<file path="src/rtl/pmsb_pkg.sv">
// Shared types and constants of the paged monochrome sprite blitter.
package pmsb_pkg;

    localparam int SCREEN_WIDTH_DEF  = 128;
    localparam int SCREEN_HEIGHT_DEF = 64;

    localparam int DX_W        = 10;
    localparam int PAGE_W      = 6;
    localparam int IDX_W       = 10;
    localparam int MODE_W      = 6;
    localparam int QUEUE_DEPTH = 4;

    localparam int S_TDATA_W     = 80;
    localparam int M_TDATA_W     = 24;
    localparam int RES_PAYLOAD_W = IDX_W + 8;

    localparam int MODE_BIT_WHITEBLACK   = 0;
    localparam int MODE_BIT_INVERT       = 1;
    localparam int MODE_BIT_BLACK        = 2;
    localparam int MODE_BIT_REVERSEBLACK = 3;
    localparam int MODE_BIT_MASKED       = 4;
    localparam int MODE_BIT_FLIP         = 5;

    typedef struct packed {
        logic [15:0]       pix;
        logic [15:0]       msk;
        logic              inv;
        logic              up_ok;
        logic              lo_ok;
        logic [PAGE_W-1:0] up_page;
        logic [PAGE_W-1:0] lo_page;
        logic [DX_W-1:0]   dx;
    } item_t;

    typedef struct packed {
        logic             last;
        logic [7:0]       value;
        logic [IDX_W-1:0] idx;
    } res_t;

endpackage

</file>
<file path="src/rtl/pmsb_queue.sv">
// Small register FIFO with an occupancy count.
module pmsb_queue
    import pmsb_pkg::*;
#(
    parameter int WIDTH = 8,
    parameter int DEPTH = QUEUE_DEPTH
)
(
    input  logic                       clk,
    input  logic                       rst_n,
    input  logic                       push,
    input  logic [WIDTH-1:0]           push_data,
    input  logic                       pop,
    output logic [WIDTH-1:0]           pop_data,
    output logic [$clog2(DEPTH+1)-1:0] count
);

    localparam int PW = (DEPTH > 1) ? $clog2(DEPTH) : 1;
    localparam int CW = $clog2(DEPTH + 1);

    logic [WIDTH-1:0] slot_reg [DEPTH];
    logic [PW-1:0]    wr_ptr_reg, wr_ptr_next;
    logic [PW-1:0]    rd_ptr_reg, rd_ptr_next;
    logic [CW-1:0]    count_reg, count_next;

    always_comb
    begin
        wr_ptr_next = wr_ptr_reg;
        rd_ptr_next = rd_ptr_reg;
        count_next  = count_reg;
        if (push)
        begin
            wr_ptr_next = (wr_ptr_reg == PW'(DEPTH - 1)) ? '0 : wr_ptr_reg + 1'b1;
        end
        if (pop)
        begin
            rd_ptr_next = (rd_ptr_reg == PW'(DEPTH - 1)) ? '0 : rd_ptr_reg + 1'b1;
        end
        if (push && !pop)
        begin
            count_next = count_reg + 1'b1;
        end
        else if (pop && !push)
        begin
            count_next = count_reg - 1'b1;
        end
    end

    always_ff @(posedge clk or negedge rst_n)
    begin
        if (!rst_n)
        begin
            wr_ptr_reg <= '0;
            rd_ptr_reg <= '0;
            count_reg  <= '0;
        end
        else
        begin
            wr_ptr_reg <= wr_ptr_next;
            rd_ptr_reg <= rd_ptr_next;
            count_reg  <= count_next;
        end
    end

    always_ff @(posedge clk)
    begin
        if (push)
        begin
            slot_reg[wr_ptr_reg] <= push_data;
        end
    end

    assign pop_data = slot_reg[rd_ptr_reg];
    assign count    = count_reg;

endmodule

</file>
<file path="config.mk">
export PLATFORM = sky130hd
export DESIGN_NAME = pmsb_queue
export DESIGN_NICKNAME = d
export VERILOG_FILES = /design/src/rtl/pmsb_pkg.sv /design/src/rtl/pmsb_queue.sv
export SDC_FILE = /design/constraint.sdc
export NUM_CORES = 1
export LEC_CHECK = 0
export BUFFER_PORTS_ARGS = -buffer_cell sky130_fd_sc_hd__buf_2
export CAP_MARGIN = 20
export CORE_UTILIZATION = 45
export CTS_BUF_LIST = sky130_fd_sc_hd__clkbuf_8 sky130_fd_sc_hd__clkbuf_16
export CTS_CLUSTER_SIZE = 25
export DETAILED_ROUTE_END_ITERATION = 8
export PLACE_DENSITY = 0.71
export SLEW_MARGIN = 30
export SYNTH_ARGS = -nofsm -noshare
export SYNTH_HDL_FRONTEND = slang
export SYNTH_SLANG_ARGS = --single-unit
</file>
<file path="constraint.sdc">
create_clock -name clk -period 1.5 [get_ports clk]
set_clock_uncertainty 0.15 [all_clocks]
set_input_delay 0.3 -clock clk [delete_from_list [all_inputs] [get_ports clk]]
set_output_delay 0.3 -clock clk [all_outputs]
set_load 0.005 [all_outputs]
</file>
==> results.toml <==
[outcome]
status = "finished with violations"
violations = "setup timing"

[route]
routed_wl_um = 2340
drt_iter0_drc = 11
avgViaCountPerCell = 4.79
drtAntennaViolNets = 0
drc_errors = 0
vias = 786
wire_per_inst_um = 14.2
dr.pass1.iters = 6

[worst_setup_path]
crit_buf_inv = 2
critPathCaptureType = "output port"
worstPathArrival_ns = 1.47
crit_fanout = 4
path_cells = "buf_6 -> mux4_2 -> buf_2"
critical_path_class = "reg2out"
path_delay_family = "multiplexers"
cp.required_ns = 1.05
worst_path_max_delay_cell = "mux4_2"
crit_path_max_incr_delay_ns = 0.49
cp-start-kind = "flip-flop"

[global_routing]
grt_pass1_vias = 810
overflow = 0
grt_max_degree = 14
antenna_found_initial = 0
grt_pass1_wl_um = 3600
track_usage_pct = 15.0

[cells_and_area]
drive_gt1_share_pct = 49.2
largest_reg_flops = 32
antenna_cells = 0
final_nets = 138
syn_to_final_growth_pct = 27.7
final_util_pct = 62.6
fin_cells = 164

[placed_design]
place.gp.congestion = 0.651
port-buffer-count = 22
place_hpwl_um = 1640
placed_cells = 153

[clock_network]
cts_tree = "done"
cts_sinks = 39
clk_pin_slew_ns = 0.07
clock_path_buffers = 2
clockRootBuffer = "clkbuf_8"
htreeDepth = 2
numCtsBuffers = 5
clk_latency_ns = 0.28

[floorplanning]
die_h_um = 60.8
rows = 20
core_um2 = 3180
fp.dieW_um = 60.8
die-area_um2 = 3700
initial_utilization_pct = 49.0
io_pins = 23

[yosys]
synth.top_cells.by_count = "edfxtp_1 (32), mux4_2 (8), dfrtp_1 (7)"
synth_edf_count = 32
yosys_most_used_dff = "edfxtp_1"
synth_top_cells_by_area = "edfxtp_1 (62%), mux4_2 (12%), dfrtp_1 (11%), ha_1 (4.8%), mux2_2 (2.2%)"
synth-seq-cells = 39
yosysTopAreaCell = "edfxtp_1"
synth-async-reset-ratio_pct = 17.9
synth_top_area_share_pct = 61.7
yosysMostFrequentCell = "edfxtp_1"
synth_cell_type_count = 16
syn_avg_cell_area_um2 = 20.2
seq_area_frac_synth_pct = 72.9
synthCells = 77
mappedNetlistArea_um2 = 1560
synth.net_count = 96
yosysWarnings = 0

[timing]
setup_ws_ns = -0.416
rsz0062_at_grt = "true"
relSlewSlack_pct = 81.8
min_period_over_period_pct = 128
worst_slew_pin_slew_ns = 0.273
hold_viol = 0
slew_viol_final = 0
max_freq_mhz = 522
setup_viol = 8
fin_crit_ns = 1.92

[power_and_ir_drop]
leakage_nw = 0.776
ir_drop_mv = 0.852
total_power_mw = 3.57
powerDensity_nw_per_um2 = 1790

[hold_path]
hold_path.class = "in2reg"

[flow_run]
drv_cap = 0
==> worst register-to-register path, stage by stage, from the launching register on <==
cell     delay [ns]
dfrtp_1        0.42
buf_6          0.15
buf_4          0.14
ha_4           0.22
mux2_4         0.25
==> cell usage in the layout (no fill, tap or decap) <==
master	count
and2_1	4
buf_12	2
buf_2	22
buf_4	10
buf_6	2
bufinv_16	1
clkbuf_8	5
clkinv_2	1
clkinv_4	1
dfrtp_1	6
dfrtp_2	1
dlygate4sd3_1	1
edfxtp_1	32
fa_2	1
ha_1	4
ha_2	1
ha_4	1
inv_1	5
mux2_2	2
mux2_4	1
mux4_2	8
nand2_1	1
nand3_1	1
nor2_1	2
o21ai_0	2
xnor2_1	1
xor2_1	2
==> path summary, 6_finish.rpt <==
check                                          startpoint                   endpoint  slack, ns  cells past startpoint
worst max-delay path            rd_ptr_reg[0]$_DFFE_PN0P_                pop_data[5]      -0.42                      3
worst min-delay path                         push_data[0]   slot_reg[2][0]$_DFFE_PP_       0.07                      1
worst max register to register  rd_ptr_reg[0]$_DFFE_PN0P_  rd_ptr_reg[1]$_DFFE_PN0P_       0.06                      4
worst min register to register       count[2]$_DFFE_PN0P_       count[2]$_DFFE_PN0P_       0.32                      1
max in group asynchronous                           rst_n  rd_ptr_reg[1]$_DFFE_PN0P_       0.80                      2
min in group asynchronous                           rst_n  wr_ptr_reg[1]$_DFFE_PN0P_       0.22                      2
==> power breakdown <==
part | leakage (nW) | switching [mW] | internal, mW
clock | 0.0581 | 0.352 | 0.495
sequential | 0.376 | 0.157 | 1.43
combinational | 0.342 | 0.446 | 0.693
total | 0.776 | 0.955 | 2.61
==> cells by family after synthesis <==
group | after synthesis | share of synthesized area, %
AO/OA/AOI/OAI | 2 | 0.643
XOR/XNOR | 3 | 1.69
adder cells (fa/ha/maj) | 7 | 6.10
AND/OR/NAND/NOR | 8 | 2.65
multiplexers | 11 | 13.7
flip-flops | 39 | 72.9
buffers and inverters | 7 | 2.25
==> routing by layer <==
metal	global-route usage, %	up-vias	wire [um]
met2	25.6	17	1220
met5	0	-	0
met4	5.84	0	29
li1	-	375	-
met3	7.25	5	112
met1	16.1	389	969
==> layout make-up <==
| type | count | area (um2) |
|---|---|---|
| Fill cell | 245 | 1190 |
| Clock buffer | 5 | 68.8 |
| Inverter | 5 | 18.8 |
| Multi-Input combinational cell | 31 | 408 |
| Timing Repair Buffer | 37 | 258 |
| Tap cell | 44 | 55.1 |
| Sequential cell | 39 | 1140 |
| Clock inverter | 3 | 43.8 |
==> stage by stage <==
step                TNS, ns  instance area (um2)  setup WS (ns)  hold WS, ns
global route          -3.83                 1990         -0.493       0.0583
CTS                   -3.35                 1950         -0.436       0.0658
global placement     -0.889                 1830         -0.116     -0.00954
detailed placement    -1.06                 1830         -0.163     -0.00181
finish                -3.29                 1990         -0.416       0.0740
floorplan                 0                 1560        0.00707       -0.146
==> repair_timing <==
item | in CTS | in global routing
hold endpoints to repair | 7 | 0
gates resized for setup | 0 | 5
setup buffers | 0 | 2
pin swaps | 0 | 3
hold buffers | 1 | 0
endpoints found under the setup margin | 8 | 10
(Power assumes the default switching activity.)
