## config.mk

```make
export PLATFORM = sky130hd
export DESIGN_NAME = pmsb_front
export DESIGN_NICKNAME = d
export VERILOG_FILES = /design/src/rtl/pmsb_pkg.sv /design/src/rtl/pmsb_front.sv
export SDC_FILE = /design/constraint.sdc
export NUM_CORES = 1
export LEC_CHECK = 0
export BUFFER_PORTS_ARGS = -buffer_cell sky130_fd_sc_hd__buf_2
export CORE_ASPECT_RATIO = 1.75
export CORE_MARGIN = 1.5
export CORE_UTILIZATION = 40
export DETAILED_ROUTE_END_ITERATION = 16
export PLACE_DENSITY = 0.67
export SETUP_SLACK_MARGIN = 0.5
export SLEW_MARGIN = 20
export SYNTH_ARGS = -nofsm -noshare
export SYNTH_HDL_FRONTEND = slang
export SYNTH_SLANG_ARGS = --single-unit
```

## constraint.sdc

```tcl
create_clock -name vclk -period 4.2
set_input_delay 0.21 -clock vclk [all_inputs]
set_output_delay 0.21 -clock vclk [all_outputs]
set_load 0.02 [all_outputs]
```

## src/rtl/pmsb_pkg.sv

```systemverilog
// Shared types and constants of the paged monochrome sprite blitter.
package pmsb_pkg;

    localparam int SCREEN_WIDTH_DEF  = 128;
    localparam int SCREEN_HEIGHT_DEF = 64;

    localparam int DX_W        = 10;
    localparam int PAGE_W      = 6;
    localparam int IDX_W       = 10;
    localparam int MODE_W      = 6;
    localparam int QUEUE_DEPTH = 4;

    localparam int S_TDATA_W     = 80;
    localparam int M_TDATA_W     = 24;
    localparam int RES_PAYLOAD_W = IDX_W + 8;

    localparam int MODE_BIT_WHITEBLACK   = 0;
    localparam int MODE_BIT_INVERT       = 1;
    localparam int MODE_BIT_BLACK        = 2;
    localparam int MODE_BIT_REVERSEBLACK = 3;
    localparam int MODE_BIT_MASKED       = 4;
    localparam int MODE_BIT_FLIP         = 5;

    typedef struct packed {
        logic [15:0]       pix;
        logic [15:0]       msk;
        logic              inv;
        logic              up_ok;
        logic              lo_ok;
        logic [PAGE_W-1:0] up_page;
        logic [PAGE_W-1:0] lo_page;
        logic [DX_W-1:0]   dx;
    } item_t;

    typedef struct packed {
        logic             last;
        logic [7:0]       value;
        logic [IDX_W-1:0] idx;
    } res_t;

endpackage

```

## src/rtl/pmsb_front.sv

```systemverilog
// Front end: accept a column byte beat, clip it and work out page writes.
module pmsb_front
    import pmsb_pkg::*;
#(
    parameter int SCREEN_WIDTH  = SCREEN_WIDTH_DEF,
    parameter int SCREEN_HEIGHT = SCREEN_HEIGHT_DEF
)
(
    input  logic                             s_axis_tvalid,
    output logic                             s_axis_tready,
    input  logic [S_TDATA_W-1:0]             s_axis_tdata,
    input  logic [MODE_W-1:0]                s_axis_tuser,
    input  logic                             clearing,
    input  logic [$clog2(QUEUE_DEPTH+1)-1:0] q_count,
    output logic                             push,
    output item_t                            push_data
);

    localparam int PAGE_COUNT = SCREEN_HEIGHT / 8;
    localparam logic signed [17:0] SW_S  = 18'(SCREEN_WIDTH);
    localparam logic signed [17:0] SH_S  = 18'(SCREEN_HEIGHT);
    localparam logic signed [14:0] PC_S  = 15'(PAGE_COUNT);
    localparam logic signed [14:0] PCM_S = 15'(PAGE_COUNT - 1);

    logic signed [17:0] xs, ys, x_end, y_end, py, dx;
    logic signed [14:0] dpage;
    logic [7:0]         w, h, col, img, mb, vm, im, mk;
    logic [4:0]         page;
    logic [5:0]         pages;
    logic [8:0]         h_round;
    logic [2:0]         shift;
    logic [MODE_W-1:0]  mode;
    logic               off_screen, outside, col_ok, up_ok, lo_ok, keep;

    always_comb
    begin
        xs    = {{2{s_axis_tdata[15]}}, s_axis_tdata[15:0]};
        ys    = {{2{s_axis_tdata[31]}}, s_axis_tdata[31:16]};
        w     = s_axis_tdata[39:32];
        h     = s_axis_tdata[47:40];
        col   = s_axis_tdata[55:48];
        page  = s_axis_tdata[60:56];
        img   = s_axis_tdata[68:61];
        mb    = s_axis_tdata[76:69];
        mode  = s_axis_tuser;

        x_end = xs + {10'b0, w};
        y_end = ys + {10'b0, h};
        off_screen = (w == 8'd0) || (h == 8'd0) || (x_end <= 18'sd0) || (y_end <= 18'sd0)
                     || (xs >= SW_S) || (ys >= SH_S);

        h_round = {1'b0, h} + 9'd7;
        pages   = h_round[8:3];
        outside = (col >= w) || ({1'b0, page} >= pages);

        vm = 8'hFF;
        if (({1'b0, page} + 6'd1 == pages) && (h[2:0] != 3'd0))
        begin
            vm = 8'((9'd1 << h[2:0]) - 9'd1);
        end

        py    = ys + {10'b0, page, 3'b0};
        shift = py[2:0];
        dpage = py[17:3];

        if (mode[MODE_BIT_FLIP])
        begin
            dx = x_end - 18'sd1 - {10'b0, col};
        end
        else
        begin
            dx = xs + {10'b0, col};
        end
        col_ok = (dx >= 18'sd0) && (dx < SW_S);

        up_ok = (dpage >= 15'sd0) && (dpage < PC_S);
        lo_ok = (shift != 3'd0) && (dpage >= -15'sd1) && (dpage < PCM_S);

        im = img & vm;
        if (mode[MODE_BIT_REVERSEBLACK])
        begin
            im = im ^ vm;
        end
        mk = mode[MODE_BIT_MASKED] ? (mb & vm) : vm;
        if (mode[MODE_BIT_WHITEBLACK])
        begin
            mk = im;
        end
        if (mode[MODE_BIT_BLACK])
        begin
            im = 8'd0;
        end

        keep = !off_screen && !outside && col_ok && (up_ok || lo_ok);

        push_data.pix     = {8'd0, im} << shift;
        push_data.msk     = {8'd0, mk} << shift;
        push_data.inv     = mode[MODE_BIT_INVERT];
        push_data.up_ok   = up_ok;
        push_data.lo_ok   = lo_ok;
        push_data.up_page = dpage[PAGE_W-1:0];
        push_data.lo_page = PAGE_W'(dpage + 15'sd1);
        push_data.dx      = dx[DX_W-1:0];
    end

    assign s_axis_tready = !clearing && (q_count < ($clog2(QUEUE_DEPTH+1))'(QUEUE_DEPTH));
    assign push          = s_axis_tvalid && s_axis_tready && keep;

endmodule

```

==> results.json <==
{
  "clkbuf_count": 0,
  "hold_buffers": 0,
  "max_cap_violations": 0,
  "synth_most_common_cell": "nor2_1",
  "worst_path_max_delay_cell": "or3_4",
  "grt_max_degree": 28,
  "core-area_um2": 10200,
  "wl_mm": 13.7,
  "critPathMaxStageDelay_ns": 0.40,
  "cp-start-kind": "input pin",
  "critPathCaptureType": "primary output",
  "grtUsageTotal_pct": 22.9,
  "drive_gt1_share_pct": 27.0,
  "die_area_um2": 11200,
  "critPathRequiredTime_ns": 3.99,
  "port_buffers": 141,
  "netlist_top_cells_area": "ha_1, xnor2_1, nor2_1",
  "hold_path_class": "input pin to primary output",
  "syn_inst": 616,
  "grt_first_pass_wirelength_mm": 21.2,
  "yosysWarnings": 0,
  "seq_cell_count": 0,
  "wl_per_cell_um": 15.7,
  "synth_common_cells": "nor2_1, ha_1, a21oi_1",
  "synth_top_area_cell": "ha_1",
  "hpwl_mm": 11.6,
  "drv_slew": 0,
  "first_global_vias": 4733,
  "gp_congestion": 0.916,
  "via_per_inst": 5.86,
  "grt_overflow_total": 0,
  "place_area_um2": 5020,
  "avgSynthCellArea_um2": 6.83,
  "post-route-min-period_ns": 3.69,
  "arrival_ns": 3.48,
  "fin_setup_tns_ns": 0,
  "cellLeakagePower_nw": 2.43,
  "antenna_cells": 0,
  "fp.dieW_um": 80.5,
  "syn-cell-area_um2": 4210,
  "final_nets": 896,
  "drcViolationCount": 0,
  "antenna_found_initial": 0,
  "max_freq_mhz": 271,
  "antenna_left": 0,
  "rsz0062_at_grt": "true",
  "path_cells": "buf_8, ha_4, buf_4, a211oi_4, o31ai_2, buf_4, a21o_1, a21oi_2, xnor2_2, ha_2, or3_4, o221a_4, or3_4, a21oi_4, o21ai_2, a2111oi_4, buf_4",
  "yosysSeqAreaShare_pct": 0,
  "io_pins": 150,
  "synthDominantCellAreaShare_pct": 16.1,
  "setup_violations": 0,
  "register_area_um2": 0,
  "rows": 49,
  "power_density_nw_per_um2": 182,
  "path_buf_inv": 4,
  "dr.pass1.iters": 5,
  "cp_top_family": "compound AO/OA/AOI/OAI gates",
  "hold_violations": 0,
  "final_util_pct": 51.3,
  "fin_area_um2": 5260,
  "initial_utilization_pct": 41.1,
  "cp_max_fo": 3,
  "path_class": "input pin to primary output",
  "status": "complete, no violations",
  "ir_worst_vdd_mv": 0.0971,
  "die_h_um": 139,
  "synth_cell_types": 76,
  "crit_top_cell": "buf_4",
  "p_total_mw": 0.954,
  "finalCritPeriodShare_pct": 87.9,
  "via_count": 5106,
  "syn2layout_area_growth_pct": 24.9,
  "drtIter0Drc": 223
}
stage by stage:
step	hold WS [ns]	instances	setup slack (ns)
after floorplan	0.502	617	0.540
after CTS	0.420	868	0.501
after detailed placement	0.420	864	0.138
final	0.420	871	0.510
after global routing	0.420	871	0.353
after global placement	0.420	864	0.193
per-layer routing:
metal,track usage [%],share of wire (%),vias up
met5,0,0,-
met4,5.17,2.5,0
met3,0.789,4.1,30
met2,47.8,57,165
met1,23.7,37,2375
li1,-,-,2536
kinds of logic (layout without fill, tap and decap cells):
| kind of cell | Yosys count | in the layout | share of synthesized area (%) |
|---|---|---|---|
| other | 1 | 2 | 0.0891 |
| buffers and inverters | 62 | 189 | 6.18 |
| AO/OA/AOI/OAI | 177 | 177 | 28.5 |
| XOR/XNOR | 63 | 63 | 14.4 |
| adder cells (fa/ha/maj) | 59 | 59 | 18.4 |
| multiplexers | 17 | 17 | 4.52 |
| AND/OR/NAND/NOR | 237 | 237 | 27.8 |
where the power goes:
group / switching [mW] / internal [mW] / total (mW) / leakage [nW]
combinational: 0.558 / 0.396 / 0.954 / 2.43
sequential: 0 / 0 / 0 / 0
clock: 0 / 0 / 0 / 0
worst paths after layout:
kind	startpoint	end	slack [ns]	cells past startpoint
worst max-delay path	s_axis_tdata[32]	push	0.51	17
worst min-delay path	s_axis_tuser[1]	push_data[24]	0.42	0
repair_timing:
item,4_1_cts,5_1_grt
endpoints found under the setup margin,3,18
resized for setup,28,13
pin swaps,16,9
endpoints found under the hold margin,0,0
buffers inserted,4,3
cells in the final DEF (no fill, tap or decap), drive strengths merged, types with 3 or more instances in the layout:
master,count
mux2i,11
and2,5
nor3,24
a21o,13
xnor3,4
nand3,23
and3,9
or3,5
nor3b,5
nor2,75
a21oi,46
o211ai,7
a211oi,11
buf,157
o21ai,33
ha,54
nand4b,3
inv,31
o211a,3
nor4,9
o21bai,5
nand2b,9
xnor2,32
o22ai,12
fa,5
o31ai,3
nand4,6
or4,3
or2,5
mux2,6
a211o,4
nand2,42
nor2b,8
xor2,27
o21a,10
layout make-up:
class              instances  area (µm²)
inverters                 32         120
repair buffers           157         853
well taps                127         159
fillers                 1025        4980
multi-input cells        555        4120
Power figures use the tool's default switching activity.
